File: config.mk
export PLATFORM = sky130hd
export DESIGN_NAME = lzwd_unpack
export DESIGN_NICKNAME = d
export VERILOG_FILES = /design/src/hdl/lzwd_unpack.sv
export SDC_FILE = /design/constraint.sdc
export NUM_CORES = 1
export LEC_CHECK = 0
export BUFFER_PORTS_ARGS = -buffer_cell sky130_fd_sc_hd__buf_2
export CORE_MARGIN = 8
export CORE_UTILIZATION = 30
export DETAILED_ROUTE_END_ITERATION = 6
export MAX_ROUTING_LAYER = met4
export PLACE_DENSITY = 0.51
export RECOVER_POWER = 100
export SLEW_MARGIN = 20
export SYNTH_ARGS = -nofsm -noshare
export SYNTH_HDL_FRONTEND = slang
export SYNTH_SLANG_ARGS = --single-unit
File: constraint.sdc
create_clock -name clk_i -period 5.3 [get_ports clk_i]
set_input_delay 1.06 -clock clk_i [delete_from_list [all_inputs] [get_ports clk_i]]
set_output_delay 1.06 -clock clk_i [all_outputs]
set_load 0.02 [all_outputs]
File: src/hdl/lzwd_unpack.sv
// ----------------------------------------------------------------------------
// LZW code unpacker
// Gathers bytes MSB first and cuts one code of the current width per step.
// ----------------------------------------------------------------------------
module lzwd_unpack #(
  parameter int unsigned MaxCodeBits = 12
) (
  input  logic                   clk_i,
  input  logic                   rst_ni,
  input  logic                   load_i,
  input  logic [7:0]             byte_i,
  input  logic [4:0]             width_i,
  output logic                   code_valid_o,
  output logic [MaxCodeBits-1:0] code_o
);
  localparam int unsigned AccW = 24;

  logic [AccW-1:0] acc_q, acc_d, acc_sh;
  logic [4:0]      held_q, held_d, held_sh;
  logic [4:0]      rem;
  logic [AccW-1:0] shifted;

  always_comb begin
    acc_sh  = {acc_q[AccW-9:0], byte_i};
    held_sh = held_q + 5'd8;
    rem     = held_sh - width_i;
    shifted = acc_sh >> rem;
    code_valid_o = load_i && (held_sh >= width_i);
    code_o  = MaxCodeBits'(shifted & ((AccW'(1) << width_i) - AccW'(1)));
    acc_d   = acc_q;
    held_d  = held_q;
    if (load_i) begin
      if (held_sh >= width_i) begin
        acc_d  = acc_sh & ((AccW'(1) << rem) - AccW'(1));
        held_d = rem;
      end else begin
        acc_d  = acc_sh;
        held_d = held_sh;
      end
    end
  end

  always_ff @(posedge clk_i or negedge rst_ni) begin
    if (!rst_ni) begin
      acc_q  <= '0;
      held_q <= '0;
    end else begin
      acc_q  <= acc_d;
      held_q <= held_d;
    end
  end
endmodule

==> run metrics, run 1 <==
Max-slew headroom 21.93%; Worst EP arrival 3.71 ns; Final #Nets 392; leading post-synthesis cells by cell area dfrtp_1 (19%), mux4_2 (13%), nand2_1 (8.6%); sequential-to-total area share from yosys stat 19.42%; initial antenna violation count 0; CP max FO 13; crit path max-delay cell type fa_1; synth unique cells 49; vias post-DR 2668; pin count of the biggest net entering global routing 31; Slew Viols, Final 0; Worst-Skew Late Latency 0.26 ns; GRT overflow 0; Final Cycle Share 90.05%; drt pass-1 iters 5; Setup crit start kind primary input; vias in the first global route 2529; hold crit path type reg2reg; Yosys reg bits 21; most frequent cells in the layout nand2_1 (62), o21ai_0 (30), a21oi_1 (28); Main synth FF type dfrtp_1; Setup Viol. Count Final 0; Die W 111.0 um; area leader, netlist dfrtp_1; status finished, final reports clean; clk root buf clkbuf_8; die height 111.0 um; Gates resized, CTS repair 0; most used cell, CP a21oi_1; CTS tree done; YS warnings 0; WS Path Type in2out; worst path required time 4.24 ns; HPWL after detailed placement 6515 um; CP Buf/Inv Count 3; Post-CTS Setup Bufs 0; Max Cap Viol 0; CP Cell Sequence clkbuf_1, ha_1, fa_1, nand2b_1, a21oi_1, xnor2_1, buf_4, nor4_1, a21oi_1, a21oi_1, clkbuf_1; CP peak stage delay 0.48 ns; number of synthesized flops with an enable pin 0; RSZ-0062 raised after global routing no; DR iter-0 viols 120; commonest non-fill, non-tap cell in the layout nand2_1; fmax 0.2095 GHz; ys async rst share 100.0%; Total Routed Length 8455 um; GRT Total Usage 13.70%; # rows 34; Boundary Pins 29; core area 8721 sq um; Routed WL per cell 17.84 um; initial core utilization 31.03%; clock sink total 21; Total Neg Setup Slack 0 ns; Clock transition at path regs 0.08 ns; Final Hold Vio Count 0; port buffer count 28; CP Capture Type output port; Post-Synthesis Cells 353; Max clock buf depth 2; Final Skew 0.004301 ns; share of cells above drive strength 1 15.85%; die area 12320 sq um; CTS Buf Count 3; first-pass GRT wire length 13810 um; Synth Net Count 378; Mean Syn Cell Area 7.667 sq um; # hold bufs at CTS 0; Worst Tran Pin Value 1.162 ns; CP top delay family adder cells; # DRC 0; Antenna Nets Post-Route 0; vias per cell 5.629; top cell type's share of synthesized area 19.42%; H-tree Lvls 1; gpl congestion 0.8177; number of diodes 0; Area Growth Syn to Fin 10.08%; fillcell total 971; cell area after synthesis 2706 sq um; Final Critical Period 4.773 ns; worst hold slack 0.4884 ns
## cell type report
cell class	instances	area, sq um	share of cell area, %
Inverter	18	67.56	2.268
Clock buffer	3	41.29	1.386
Multi-Input combinational cell	284	1987	66.69
Sequential cell	21	525.5	17.64
Tap cell	108	135.1	4.536
Timing Repair Buffer	39	217.7	7.308
Clock inverter	1	5.005	0.1680
## metal layers
| layer | share of wire (%) | track usage [%] |
|---|---|---|
| met1 | 50 | 18.66 |
| met4 | 0.38 | 2.162 |
| met3 | 3.0 | 1.461 |
| met5 | 0 | - |
| met2 | 47 | 21.62 |
## final timing paths
check | from | end | slack [ns] | cells after the start
worst max-delay path | width_i[0] | code_o[5] | 0.53 | 11
worst max register to register | held_q[3] | acc_q[6] | 1.46 | 11
min in group asynchronous | rst_ni | acc_q[6] | 1.01 | 1
worst min register to register | held_q[0] | held_q[0] | 0.49 | 2
max in group asynchronous | rst_ni | held_q[3] | 3.59 | 1
worst min-delay path | held_q[0] | held_q[0] | 0.49 | 2
## state kept, by name, indices dropped and copies added (netlist names)
name	flops
held_q	5
acc_q	16
## cell usage after synthesis (3+ instances only)
library cell,n
a21oi_1,28
o21a_1,3
a31o_2,3
buf_2,9
nor2b_1,6
nand4_1,4
mux2_2,3
clkbuf_1,17
xor2_1,4
mux4_2,16
o21ai_0,30
o211ai_1,8
mux2i_1,19
nand3_1,14
ha_1,8
nor4_1,5
nor3_1,7
dfrtp_1,21
nand2_1,62
buf_1,3
nor2_1,22
inv_1,17
a31oi_1,7
a211oi_1,3
xnor2_1,5
## cell families after synthesis
group                    count (synthesis)  synth area share, %
AO/OA/AOI/OAI                           95                21.64
XOR/XNOR                                 9                2.912
adder cells (fa/ha/maj)                  9                4.438
buffers and inverters                   48                7.119
flip-flops                              21                19.42
multiplexers                            38                21.59
AND/OR/NAND/NOR                        133                22.88
## stage by stage
| stage | instance area (sq um) | worst slack (ns) | util [%] | cells |
|---|---|---|---|---|
| after floorplan | 2706 | 0.3575 | - | 353 |
| after global placement | 2959 | 0.6997 | 33.93 | 470 |
| after detailed placement | 2959 | 0.6881 | 33.93 | 470 |
| after CTS | 3005 | 0.6844 | 34.46 | 474 |
| after global routing | 2979 | 0.2626 | 34.16 | 474 |
| final | 2979 | 0.5272 | 34.16 | 474 |
## worst min-delay path, cell delays in order, from the launching register on
cell and delay, ns:
dfrtp_1 0.34, nand2_1 0.05, o21ai_0 0.06
Power of run 1 is not shown: default switching activity piles up to over one toggle a cycle in this logic, so the estimate is an artifact.
==> run 2, diff against run 1 <==
CORE_ASPECT_RATIO = 1.4   (was not set)
==> run 2 against run 1 <==
  * Design area is 0.71% higher
  * Critical endpoint is now code_o[0]
  * Sequential share of layout area down 0.13 points
  * Highest routed layer unchanged
  * Clock skew fell by 0.00057 ns
  * Worst setup slack worse by 0.10 ns
  * Clock-buffer cell count is the same
==> run metrics, run 2 (synthesis gave the netlist of run 1 again) <==
status finished, final reports clean; CP Capture Type output port; R2R depth 11; fillcell total 982; # hold bufs at CTS 0; fmax 0.2051 GHz; clock sink total 21; Slew Viols, Final 0; vias post-DR 2703; vias in the first global route 2626; Largest regs acc_q (16), held_q (5); R2R setup slack 1.60 ns; clk root buf clkbuf_16; drt pass-1 iters 4; CP max FO 11; # rows 41; Max-slew headroom 16.43%; Die W 96.27 um; DR iter-0 viols 108; # DRC 0; core area 8875 sq um; Final #Nets 392; Antenna Nets Post-Route 0; CTS tree done; gpl congestion 0.8801; share of cells above drive strength 1 16.12%; Final Hold Vio Count 0; Gates resized, CTS repair 0; H-tree Lvls 1; Total Neg Setup Slack 0 ns; Max Cap Viol 0; Boundary Pins 29; Clock transition at path regs 0.06 ns; Reg-to-Reg End acc_q[14]; GRT Total Usage 14.87%; Routed WL per cell 18.14 um; Area Growth Syn to Fin 10.86%; Setup crit start kind primary input; Max clock buf depth 2; pin count of the biggest net entering global routing 33; Worst Tran Pin Value 1.254 ns; Total Routed Length 8582 um; GRT overflow 0; port buffer count 28; initial core utilization 30.49%; Final Cycle Share 92.01%; Setup Viol. Count Final 0; Post-CTS Setup Bufs 0; crit path from width_i[2]; number of diodes 0; Final Skew 0.003730 ns; die height 128.4 um; HPWL after detailed placement 6637 um; die area 12360 sq um; CP endpoint code_o[0]; initial antenna violation count 0; Final Critical Period 4.876 ns; CTS Buf Count 3; largest reg by FF count acc_q; Worst-Skew Late Latency 0.26 ns; Largest register FFs 16; RSZ-0062 raised after global routing no; commonest non-fill, non-tap cell in the layout nand2_1; WS Path Type in2out; hold crit path type reg2reg; most frequent cells in the layout nand2_1 (62), o21ai_0 (30), a21oi_1 (28); vias per cell 5.715; worst flop-to-flop path startpoint held_q[3]; first-pass GRT wire length 14010 um; Worst EP arrival 3.82 ns; worst path required time 4.24 ns
-- run 2: cell count changes in the layout (fill, tap and decap cells not counted), sizes merged --
cell	change
buf	+1
clkbuf	-1
-- run 2: stage by stage --
step / instances / utilization, % / setup WS [ns] / hold slack (ns) / area (sq um)
floorplan: 353 / - / 0.3575 / 0.4498 / 2706
global placement: 469 / 33.19 / 0.5672 / 0.4684 / 2945
detailed placement: 469 / 33.19 / 0.5515 / 0.4810 / 2945
CTS: 473 / 34.09 / 0.5418 / 0.5005 / 3025
global route: 473 / 33.81 / 0.1537 / 0.5382 / 3000
finish: 473 / 33.81 / 0.4236 / 0.4963 / 3000
-- run 2: critical path, cell delays in order --
cell and delay [ns]:
clkbuf_1 0.37, inv_1 0.10, ha_1 0.45, nand2b_1 0.13
a21oi_1 0.10, xnor2_1 0.77, buf_4 0.30, nor2_1 0.06
o2111ai_1 0.20, nand3_1 0.10, clkbuf_1 0.18
-- run 2: metal layers --
layer,part of all wire (%),vias up,track usage (%)
met5,0,-,-
met4,3.5,0,7.266
met3,5.5,15,1.166
met2,52,76,25.21
met1,40,1310,17.05
li1,-,1302,-
-- run 2: cell type report --
| cell class | instances | area (sq um) | area share (%) |
|---|---|---|---|
| multi-input combinational | 284 | 1986 | 66.18 |
| clock buffer | 3 | 75.07 | 2.502 |
| clock inverter | 1 | 5.005 | 0.1668 |
| inverter | 18 | 67.56 | 2.252 |
| sequential | 21 | 525.5 | 17.51 |
| tap | 107 | 133.9 | 4.462 |
| timing repair buffer | 39 | 207.7 | 6.922 |
-- run 2: worst min path at each step --
stage                     startpoint        end  slack, ns  cells past startpoint
after CTS                  held_q[0]  held_q[0]       0.50                      2
after floorplan            held_q[0]  held_q[0]       0.45                      2
final                      held_q[0]  held_q[0]       0.50                      2
after detailed placement   held_q[0]  held_q[0]       0.48                      2
after global routing       held_q[2]  held_q[2]       0.54                      2
after global placement     held_q[0]  held_q[0]       0.47                      2
Power of run 2 is left out for the same reason.
